## src/ipv4hb_pkg.sv

```systemverilog
// ----------------------------------------------------------------------------
// ipv4hb_pkg
// Shared types and constants for the IPv4 header builder.
// ----------------------------------------------------------------------------
`default_nettype none

package ipv4hb_pkg;

	// Header length limits, in 32-bit words
	localparam logic [3:0] MIN_HDR_WORDS = 4'd5;
	// Words 0..9 are the fixed header; higher words are zero options
	localparam int         FIXED_WORDS   = 10;
	localparam int         IDX_W         = 5;
	localparam int         IN_DATA_W     = 144;
	localparam int         OUT_DATA_W    = 24;

	// Result status codes
	typedef enum logic [1:0] {
		ST_OK       = 2'd0,
		ST_BAD_HLEN = 2'd1,
		ST_SHORT    = 2'd2
	} status_t;

	// One set of header fields as taken in
	typedef struct packed {
		logic [31:0] destination_address;
		logic [31:0] source_address;
		logic [7:0]  protocol_number;
		logic [7:0]  time_to_live;
		logic [12:0] fragment_offset;
		logic [2:0]  frag_flags;
		logic [15:0] identifier;
		logic [15:0] total_length;
		logic [7:0]  type_of_service;
		logic [3:0]  header_words;
		logic [3:0]  version;
	} hdr_t;

	// Built header handed to the emitter
	typedef struct packed {
		logic [FIXED_WORDS-1:0][15:0] words;
		logic [IDX_W-1:0]             count;
		status_t                      status;
	} frame_t;

endpackage

`default_nettype wire

```

## src/ipv4hb_in_reg.sv

```systemverilog
// ----------------------------------------------------------------------------
// ipv4hb_in_reg
// Input register: holds one accepted set of header fields until the
// emitter loads it.
// ----------------------------------------------------------------------------
`default_nettype none

module ipv4hb_in_reg (
	input  wire                       clk,
	input  wire                       arst_n,
	input  wire                       s_tvalid,
	output logic                      s_tready,
	input  wire  [143:0]              s_tdata,
	input  wire                       take,
	output logic                      valid_s1,
	output ipv4hb_pkg::hdr_t          hdr_s1
);
	import ipv4hb_pkg::*;

	// Free when empty, or when the held item moves on this cycle
	assign s_tready = !valid_s1 || take;

	always_ff @(posedge clk or negedge arst_n) begin
		if (!arst_n) begin
			valid_s1 <= 1'b0;
		end else if (s_tready) begin
			valid_s1 <= s_tvalid;
		end
	end

	// Payload register, no reset needed
	always_ff @(posedge clk) begin
		if (s_tvalid && s_tready) begin
			hdr_s1 <= hdr_t'(s_tdata);
		end
	end

endmodule

`default_nettype wire

```

## src/ipv4hb_build.sv

```systemverilog
// ----------------------------------------------------------------------------
// ipv4hb_build
// Forms the ten fixed header words, checks the lengths and inserts the
// folded one's-complement header checksum.
// ----------------------------------------------------------------------------
`default_nettype none

module ipv4hb_build (
	input  ipv4hb_pkg::hdr_t   hdr,
	output ipv4hb_pkg::frame_t frame
);
	import ipv4hb_pkg::*;

	logic [FIXED_WORDS-1:0][15:0] w;
	logic [19:0]                  sum;
	logic [16:0]                  fold1;
	logic [16:0]                  fold2;
	logic [5:0]                   hdr_bytes;

	// Raw header words, checksum slot zero
	always_comb begin
		w[0] = {hdr.version, hdr.header_words, hdr.type_of_service};
		w[1] = hdr.total_length;
		w[2] = hdr.identifier;
		w[3] = {hdr.frag_flags, hdr.fragment_offset};
		w[4] = {hdr.time_to_live, hdr.protocol_number};
		w[5] = 16'h0000;
		w[6] = hdr.source_address[31:16];
		w[7] = hdr.source_address[15:0];
		w[8] = hdr.destination_address[31:16];
		w[9] = hdr.destination_address[15:0];
	end

	// Sum of ten words fits in 20 bits; fold twice and invert
	always_comb begin
		sum = '0;
		for (int i = 0; i < FIXED_WORDS; i++) begin
			sum = sum + {4'd0, w[i]};
		end
		fold1 = {13'd0, sum[19:16]} + {1'b0, sum[15:0]};
		fold2 = {16'd0, fold1[16]} + {1'b0, fold1[15:0]};
	end

	assign hdr_bytes = {hdr.header_words, 2'b00};

	// Length checks, header length first
	always_comb begin
		frame.words    = w;
		frame.words[5] = ~fold2[15:0];
		frame.count    = {hdr.header_words, 1'b0};
		frame.status   = ST_OK;
		if (hdr.header_words < MIN_HDR_WORDS) begin
			frame.status = ST_BAD_HLEN;
			frame.count  = IDX_W'(1);
		end else if (hdr.total_length < {10'd0, hdr_bytes}) begin
			frame.status = ST_SHORT;
			frame.count  = IDX_W'(1);
		end
	end

endmodule

`default_nettype wire

```

## src/ipv4hb_emit.sv

```systemverilog
// ----------------------------------------------------------------------------
// ipv4hb_emit
// Latches a built header and sends it out one 16-bit word per beat,
// zero for option words, with tlast on the final word.
// ----------------------------------------------------------------------------
`default_nettype none

module ipv4hb_emit (
	input  wire                 clk,
	input  wire                 arst_n,
	input  wire                 load_req,
	input  ipv4hb_pkg::frame_t  frame,
	output logic                take,
	output logic                m_tvalid,
	input  wire                 m_tready,
	output logic [23:0]         m_tdata,
	output logic                m_tlast,
	output logic [1:0]          m_tuser
);
	import ipv4hb_pkg::*;

	logic [FIXED_WORDS-1:0][15:0] words_q;
	logic [IDX_W-1:0]             cnt_q;
	logic [IDX_W-1:0]             n_q;
	status_t                      status_q;
	logic                         busy_q;
	logic                         last;
	logic                         beat;
	logic [15:0]                  word;

	assign last = (cnt_q + IDX_W'(1)) == n_q;
	assign beat = busy_q && m_tready;
	// Load when idle or when the final beat goes out this cycle
	assign take = load_req && (!busy_q || (beat && last));

	// Control: counter and busy flag
	always_ff @(posedge clk or negedge arst_n) begin
		if (!arst_n) begin
			busy_q <= 1'b0;
			cnt_q  <= '0;
			n_q    <= '0;
		end else if (take) begin
			busy_q <= 1'b1;
			cnt_q  <= '0;
			n_q    <= frame.count;
		end else if (beat) begin
			if (last) begin
				busy_q <= 1'b0;
				cnt_q  <= '0;
			end else begin
				cnt_q <= cnt_q + IDX_W'(1);
			end
		end
	end

	// Latched header words
	always_ff @(posedge clk) begin
		if (take) begin
			words_q  <= frame.words;
			status_q <= frame.status;
		end
	end

	// Word select; error results and option words are zero
	always_comb begin
		word = 16'h0000;
		if (status_q == ST_OK && cnt_q < IDX_W'(FIXED_WORDS)) begin
			word = words_q[cnt_q[3:0]];
		end
	end

	assign m_tvalid = busy_q;
	assign m_tdata  = {3'b000, cnt_q, word};
	assign m_tlast  = last;
	assign m_tuser  = status_q;

endmodule

`default_nettype wire

```

## src/ipv4_header_builder_unit.sv

```systemverilog
// ----------------------------------------------------------------------------
// ipv4_header_builder_unit
// IPv4 header generator with Internet header checksum.
// ----------------------------------------------------------------------------
// Usage:
//   Slave channel: one beat carries a full set of header fields. The block
//   answers with 2 * header_words master beats of 16-bit header words in
//   network order, word 5 holding the inverted one's-complement checksum,
//   option words zero, tlast on the final word and tuser = status (0).
//   A header length below 5, or a total length below 4 * header_words,
//   gives one beat with data zero, tlast set and tuser = 1 or 2.
//   The emitter sends one word per beat, or one zero beat for an error
//   result, and holds while m_tready is low. The next input beat is
//   taken while a header is still going out and is loaded on the cycle
//   its final word leaves.
//   Reset clears the input valid flag and emitter state; no output is valid.
//   A stalled master side holds the current word; the slave side then
//   stops after one waiting item.
// ----------------------------------------------------------------------------
`default_nettype none

module ipv4_header_builder_unit (
	input  wire          clk,
	input  wire          arst_n,
	// tdata: version, header_words, type_of_service, total_length,
	// identifier, frag_flags, fragment_offset, time_to_live,
	// protocol_number, source_address, destination_address
	input  wire          s_tvalid,
	output logic         s_tready,
	input  wire  [143:0] s_tdata,
	// tdata: header_word[15:0], word_index[20:16], zero fill
	// tlast: last_word; tuser: status
	output logic         m_tvalid,
	input  wire          m_tready,
	output logic [23:0]  m_tdata,
	output logic         m_tlast,
	output logic [1:0]   m_tuser
);
	import ipv4hb_pkg::*;

	logic   valid_s1;
	logic   take;
	hdr_t   hdr_s1;
	frame_t frame;

	ipv4hb_in_reg u_in_reg (
		.clk      (clk),
		.arst_n   (arst_n),
		.s_tvalid (s_tvalid),
		.s_tready (s_tready),
		.s_tdata  (s_tdata),
		.take     (take),
		.valid_s1 (valid_s1),
		.hdr_s1   (hdr_s1)
	);

	ipv4hb_build u_build (
		.hdr   (hdr_s1),
		.frame (frame)
	);

	ipv4hb_emit u_emit (
		.clk      (clk),
		.arst_n   (arst_n),
		.load_req (valid_s1),
		.frame    (frame),
		.take     (take),
		.m_tvalid (m_tvalid),
		.m_tready (m_tready),
		.m_tdata  (m_tdata),
		.m_tlast  (m_tlast),
		.m_tuser  (m_tuser)
	);

endmodule

`default_nettype wire

```

## config.mk

```make
export PLATFORM = sky130hd
export DESIGN_NAME = ipv4_header_builder_unit
export DESIGN_NICKNAME = d
export VERILOG_FILES = /design/src/ipv4hb_pkg.sv /design/src/ipv4hb_in_reg.sv /design/src/ipv4hb_build.sv /design/src/ipv4hb_emit.sv /design/src/ipv4_header_builder_unit.sv
export SDC_FILE = /design/constraint.sdc
export NUM_CORES = 1
export LEC_CHECK = 0
export BUFFER_PORTS_ARGS = -buffer_cell sky130_fd_sc_hd__buf_2
export CAP_MARGIN = 20
export CORE_ASPECT_RATIO = 0.7
export CORE_MARGIN = 3
export CORE_UTILIZATION = 50
export DETAILED_ROUTE_END_ITERATION = 10
export PLACE_DENSITY = 0.67
export SYNTH_ARGS = -nofsm -noshare
export SYNTH_HDL_FRONTEND = slang
export SYNTH_SLANG_ARGS = --single-unit
```

## constraint.sdc

```tcl
create_clock -name clk -period 15.6 [get_ports clk]
set_input_delay 0.78 -clock clk [delete_from_list [all_inputs] [get_ports clk]]
set_output_delay 0.78 -clock clk [all_outputs]
set_load 0.01 [all_outputs]
```

; ---- Word-level counts from Yosys, hierarchy flattened
; Cells that the tools add are included.
; Widths: inputs -> output; s select.
[totals]
wordCells = 67
output_inout_bits = 29
ram_bits = 0
memories = 0
regBits = 318
latch_bits = 0
romBits = 0
inputBits = 148
[classes]
reduce_logical = 13
n_addsub = 11
eq_ne = 1
n_mul = 0
order_cmp = 4
bitwise = 1
n_div = 0
n_shift = 0
n_mux = 11
[ops]
columns = op, count
row1 = $add 20x16->20, 7
row2 = $bmux 16 s4, 1
row3 = $mux 16, 2
row4 = $add 16x16->17, 1
row5 = $add 4x16->17, 1
row6 = $add 1x16->16, 1
row7 = $lt 16x6->1, 1
row8 = $not 16->16, 1
row9 = $mux 5, 3
row10 = $mux 7, 2
row11 = $add 5x1->5 const B, 1
row12 = $eq 5x5->1, 1
row13 = $logic_and 1x1->1, 5
row14 = $lt 4x5->1 const B, 1
row15 = $lt 5x4->1 const B, 1
row16 = $lt 4x3->1 const B, 1
row17 = $reduce_bool 2->1, 2
row18 = $mux 1, 3
row19 = $logic_not 1->1, 2
row20 = $logic_not 2->1, 1
row21 = $logic_or 1x1->1, 2
row22 = $reduce_and 2->1, 1

; ---- Depth between registers and ports, before layout
[logic_depth]
ltp_word = 11
depth_mapped = 44
depth_no_buf = 44

; ---- Modules after synthesis
; Synthesis repeated with hierarchy kept, for this count alone.
[unflattened]
cells_unflattened = 1168
hier_area_um2 = 17142.7
[by_module_without_submodules]
columns = mod, cells_per_inst, instances, area_per_inst_um2, seq_area_each_um2
row1 = ipv4hb_emit, 348, 1, 6907.9, 5139.9
row2 = ipv4hb_build, 672, 1, 5856.9, 0.0
row3 = ipv4hb_in_reg, 148, 1, 4377.9, 4349.2

; ---- Worst setup path before layout
; No wires, ideal clock.
[synth_timing]
path_kind = register to register
startpoint = reg u_in_reg.hdr_s1[8] (netlist name)
endpoint = reg u_emit.words_q[94] (netlist name), data pin
arrival_time_ps = 8751
stages_incl_launch_ff = 42
path_buffers = 0
setup_time_ps = 265
slack_ps = 6584
synth_period_minus_slack_ps = 9016
required_ps = 15335
cell_sequence = edfxtp_1 > ha_1 > inv_1 > fa_1 > nor2b_1 > o21ai_0 > a21boi_0 > o21ai_0 > nor2b_1 > xnor2_1 > fa_1 > inv_1 > fa_1 > fa_1 > fa_1 > inv_1 > ha_1 > and3_1 > [6 not listed] > o21ai_1 > xnor2_1 > fa_1 > nor2b_1 > o21ai_0 > a21oi_1 > and2_1 > nor2b_1 > nand3_1 > nor2_1 > ha_1 > ha_1 > nand3_1 > nor2b_1 > nand3_1 > a211oi_1 > o21ai_0 > xor2_1
[synth_lines]
columns = element, line_no
row1 = to (signal assigned), ipv4hb_emit.sv:59  ; words_q <= frame.words;
row2 = to (decl), ipv4hb_emit.sv:22  ; logic [FIXED_WORDS-1:0][15:0] words_q;

==> impl_metrics.py <==
metrics = {
    "detailed_routing": {
        "drt_first_iter_violations": 760,
        "avgRoutedWirePerCell_um": 20.4,
        "drt_pass1_iterations": 5,
        "drtAntennaViolNets": 0,
        "drc": 0,
        "drt_wl_total_um": 33700,
        "num_vias": 8704,
        "viasPerCell": 5.29,
    },
    "synthesis": {
        "syn_avg_cell_area_um2": 15.5,
        "synth-edff-count": 306,
        "ys_warn_count": 0,
        "synth_cells": 1018,
        "ys_seq_area_share_pct": 60.0,
        "synth_ff_type": "edfxtp_1",
        "async_flop_share_pct": 3.77,
        "ys_types": 64,
        "synth.ff_latch_count": 318,
        "syn_area_um2": 15800,
    },
    "die": {
        "dieArea_um2": 33900,
        "placementRows": 53,
        "coreArea_um2": 30600,
        "die_w_um": 219,
        "die-height_um": 155,
        "start_util_pct": 51.8,
        "ios": 177,
    },
    "worst_setup_path": {
        "startpoint_type": "register",
        "crit_path_frequent_cell": "fa_1",
        "reg2reg_to": "u_emit.words_q[94]$_DFFE_PP_",
        "critical_path.max_fanout": 7,
        "critPathBufInv": 3,
        "path_class": "reg2reg",
        "arrival_ns": 10.57,
        "cp-end-kind": "register",
        "critical-path-top-delay-family": "adder cells",
        "required_ns": 15.91,
        "r2r_cells": 41,
        "max_stage_delay_ns": 0.54,
        "cpMaxStageDelayCell": "fa_1",
        "r2r_start": "u_in_reg.hdr_s1[16]$_DFFE_PP_",
        "ff2ff_setup_slack_ns": 5.34,
    },
    "layout": {
        "syn2layout_area_growth_pct": 14.2,
        "final_area_um2": 18100,
        "diodes": 0,
        "drive_gt1_share_pct": 22.1,
        "nNetsFinal": 1504,
    },
    "sta": {
        "max_clock_freq_ghz": 0.0975,
        "skew_ns": 0.0158,
        "slew_headroom_pct": 29.1,
        "rsz0062_at_grt": "no",
        "finalCritPeriodShare_pct": 65.8,
        "maxSlewViolCount": 0,
        "fin_crit_ns": 10.26,
        "setup_slack_ns": 5.34,
        "worst_pin_slew_ns": 1.06,
        "setup_violations": 0,
        "hold_slack_ns": 0.0979,
        "hold_violations": 0,
        "final.setup.tns_ns": 0,
    },
    "worst_hold_path": {
        "hp-class": "in2async",
    },
    "clock_tree": {
        "clkSinkCount": 318,
        "cts_root_buffer": "clkbuf_16",
        "h-tree-depth": 1,
        "clk_pin_slew_worst_paths_ns": 0.07,
        "clock_latency_ns": 0.57,
        "cts_setup_buffers": 0,
        "cts_tree": "done",
        "numCtsBuffers": 31,
        "holdBufCountCts": 0,
        "cts_buffer_depth": 3,
        "ctsResizeCount": 0,
    },
    "global_routing": {
        "grt_remaining_overflow": 0,
        "grt_max_degree": 92,
        "grt_antenna_before_repair": 0,
        "grt_pass1_vias": 9011,
        "track_usage_pct": 20.5,
        "grt_pass1_wl_um": 52400,
    },
    "placement": {
        "portBuffers": 173,
        "post_dp_cell_area_um2": 17200,
        "dp_hpwl_um": 24100,
        "place.gp.congestion": 0.811,
        "dp_slack_ns": 5.37,
    },
    "run": {
        "maxCapViolations": 0,
    },
    "outcome": {
        "outcome": "finished clean",
    },
}
-- kinds of logic after synthesis --
family	count (synthesis)	share of synthesized area (%)
flops	318	60.0
buf+inv	178	4.32
simple gates	138	4.60
xor+xnor	56	3.24
mux	65	6.64
other cells	1	0.0237
compound gates	118	5.22
fa+ha+maj	144	16.0
-- registers in the layout (all words and copies together), names as in the netlist --
signal / count
u_emit.words_q: 160
u_in_reg.hdr_s1: 144
u_emit.cnt_q: 5
u_emit.n_q: 5
u_emit.m_tuser: 2
u_emit.m_tvalid: 1
u_in_reg.valid_s1: 1
-- worst max-delay path by stage --
stage                             startpoint  depth (start not counted)                      endpoint
5_1_grt        u_in_reg.hdr_s1[16]$_DFFE_PP_                         41  u_emit.words_q[94]$_DFFE_PP_
4_1_cts        u_in_reg.hdr_s1[16]$_DFFE_PP_                         41  u_emit.words_q[94]$_DFFE_PP_
2_1_floorplan   u_in_reg.hdr_s1[8]$_DFFE_PP_                         41  u_emit.words_q[94]$_DFFE_PP_
3_5_place_dp    u_in_reg.hdr_s1[8]$_DFFE_PP_                         41  u_emit.words_q[94]$_DFFE_PP_
6_report       u_in_reg.hdr_s1[16]$_DFFE_PP_                         41  u_emit.words_q[94]$_DFFE_PP_
3_3_place_gp    u_in_reg.hdr_s1[8]$_DFFE_PP_                         41  u_emit.words_q[94]$_DFFE_PP_
-- worst reg2reg max path: cells and delay by family (launching register included) --
family	cells	cell delay, ns
AO/OA/AOI/OAI	14	3.50
XOR/XNOR	3	0.42
AND/OR/NAND/NOR	11	1.84
adder cells (fa/ha/maj)	10	3.67
buffers and inverters	3	0.16
flip-flops	1	0.40
-- routing by layer --
| metal | global-route usage [%] | vias to the layer above | routed length [um] |
|---|---|---|---|
| li1 | - | 4031 | - |
| met1 | 34.9 | 4376 | 17100 |
| met2 | 28.0 | 264 | 14000 |
| met3 | 3.32 | 33 | 2030 |
| met4 | 3.69 | 0 | 475 |
| met5 | 0 | - | 0 |
-- cell usage after synthesis, drive strengths merged (10+ instances only) --
cell type | n | area, um2
o21ai | 26 | 134
ha | 47 | 588
edfxtp | 306 | 9190
and2 | 20 | 125
nor2 | 22 | 82.6
nor3 | 10 | 55.1
o22ai | 17 | 106
inv | 156 | 586
xnor2 | 42 | 390
mux4 | 32 | 721
a21o | 15 | 113
nor2b | 10 | 62.6
xor2 | 14 | 123
nand3 | 21 | 110
mux2i | 33 | 330
a21oi | 23 | 119
dfrtp | 12 | 300
clkbuf | 10 | 37.5
buf | 12 | 61.3
fa | 97 | 1940
nand2 | 25 | 93.8
-- metrics by stage --
stage,std cells,util (%)
6_report,1646,59.1
5_1_grt,1646,59.1
4_1_cts,1646,59.1
3_5_place_dp,1591,56.2
3_3_place_gp,1591,56.2
2_1_floorplan,1020,-
-- cells in the final DEF, fill, tap and decap left out, types with 2 or more instances in the layout --
cell       count
nand4_1        2
clkinv_2       6
o21bai_1       4
a21oi_1       22
a211oi_1       2
edfxtp_1     306
o41ai_1        2
clkbuf_1       6
buf_2        173
nor4_1         5
fa_1          97
buf_4          8
o21ai_1        3
a22o_1         8
conb_1         3
inv_6          2
nor3_1         9
xnor2_1       39
dfrtp_1       11
and2_1        19
nor2b_1       10
nand2b_1       6
and3_1         9
or2_2          2
clkinv_1       9
a21o_1        15
mux2i_1       33
mux4_2        32
nand2_1       25
nand3_1       20
xor2_1        14
o21ai_0       22
nor2_1        22
o31ai_1        2
ha_1          47
inv_1        155
a2111oi_2      2
clkbuf_16     31
o22ai_1       17
xnor2_2        3
-- layout make-up --
| class | instances | area, um2 |
|---|---|---|
| tap | 412 | 515 |
| sequential | 318 | 9490 |
| clock inverter | 18 | 88.8 |
| inverter | 156 | 591 |
| multi-input combinational | 524 | 5670 |
| timing repair buffer | 181 | 926 |
| fill | 2411 | 12500 |
| clock buffer | 37 | 798 |
Power is left out: the tool's default activity adds up to more than one toggle a clock period on the data nets, which glitch-free logic cannot reach.
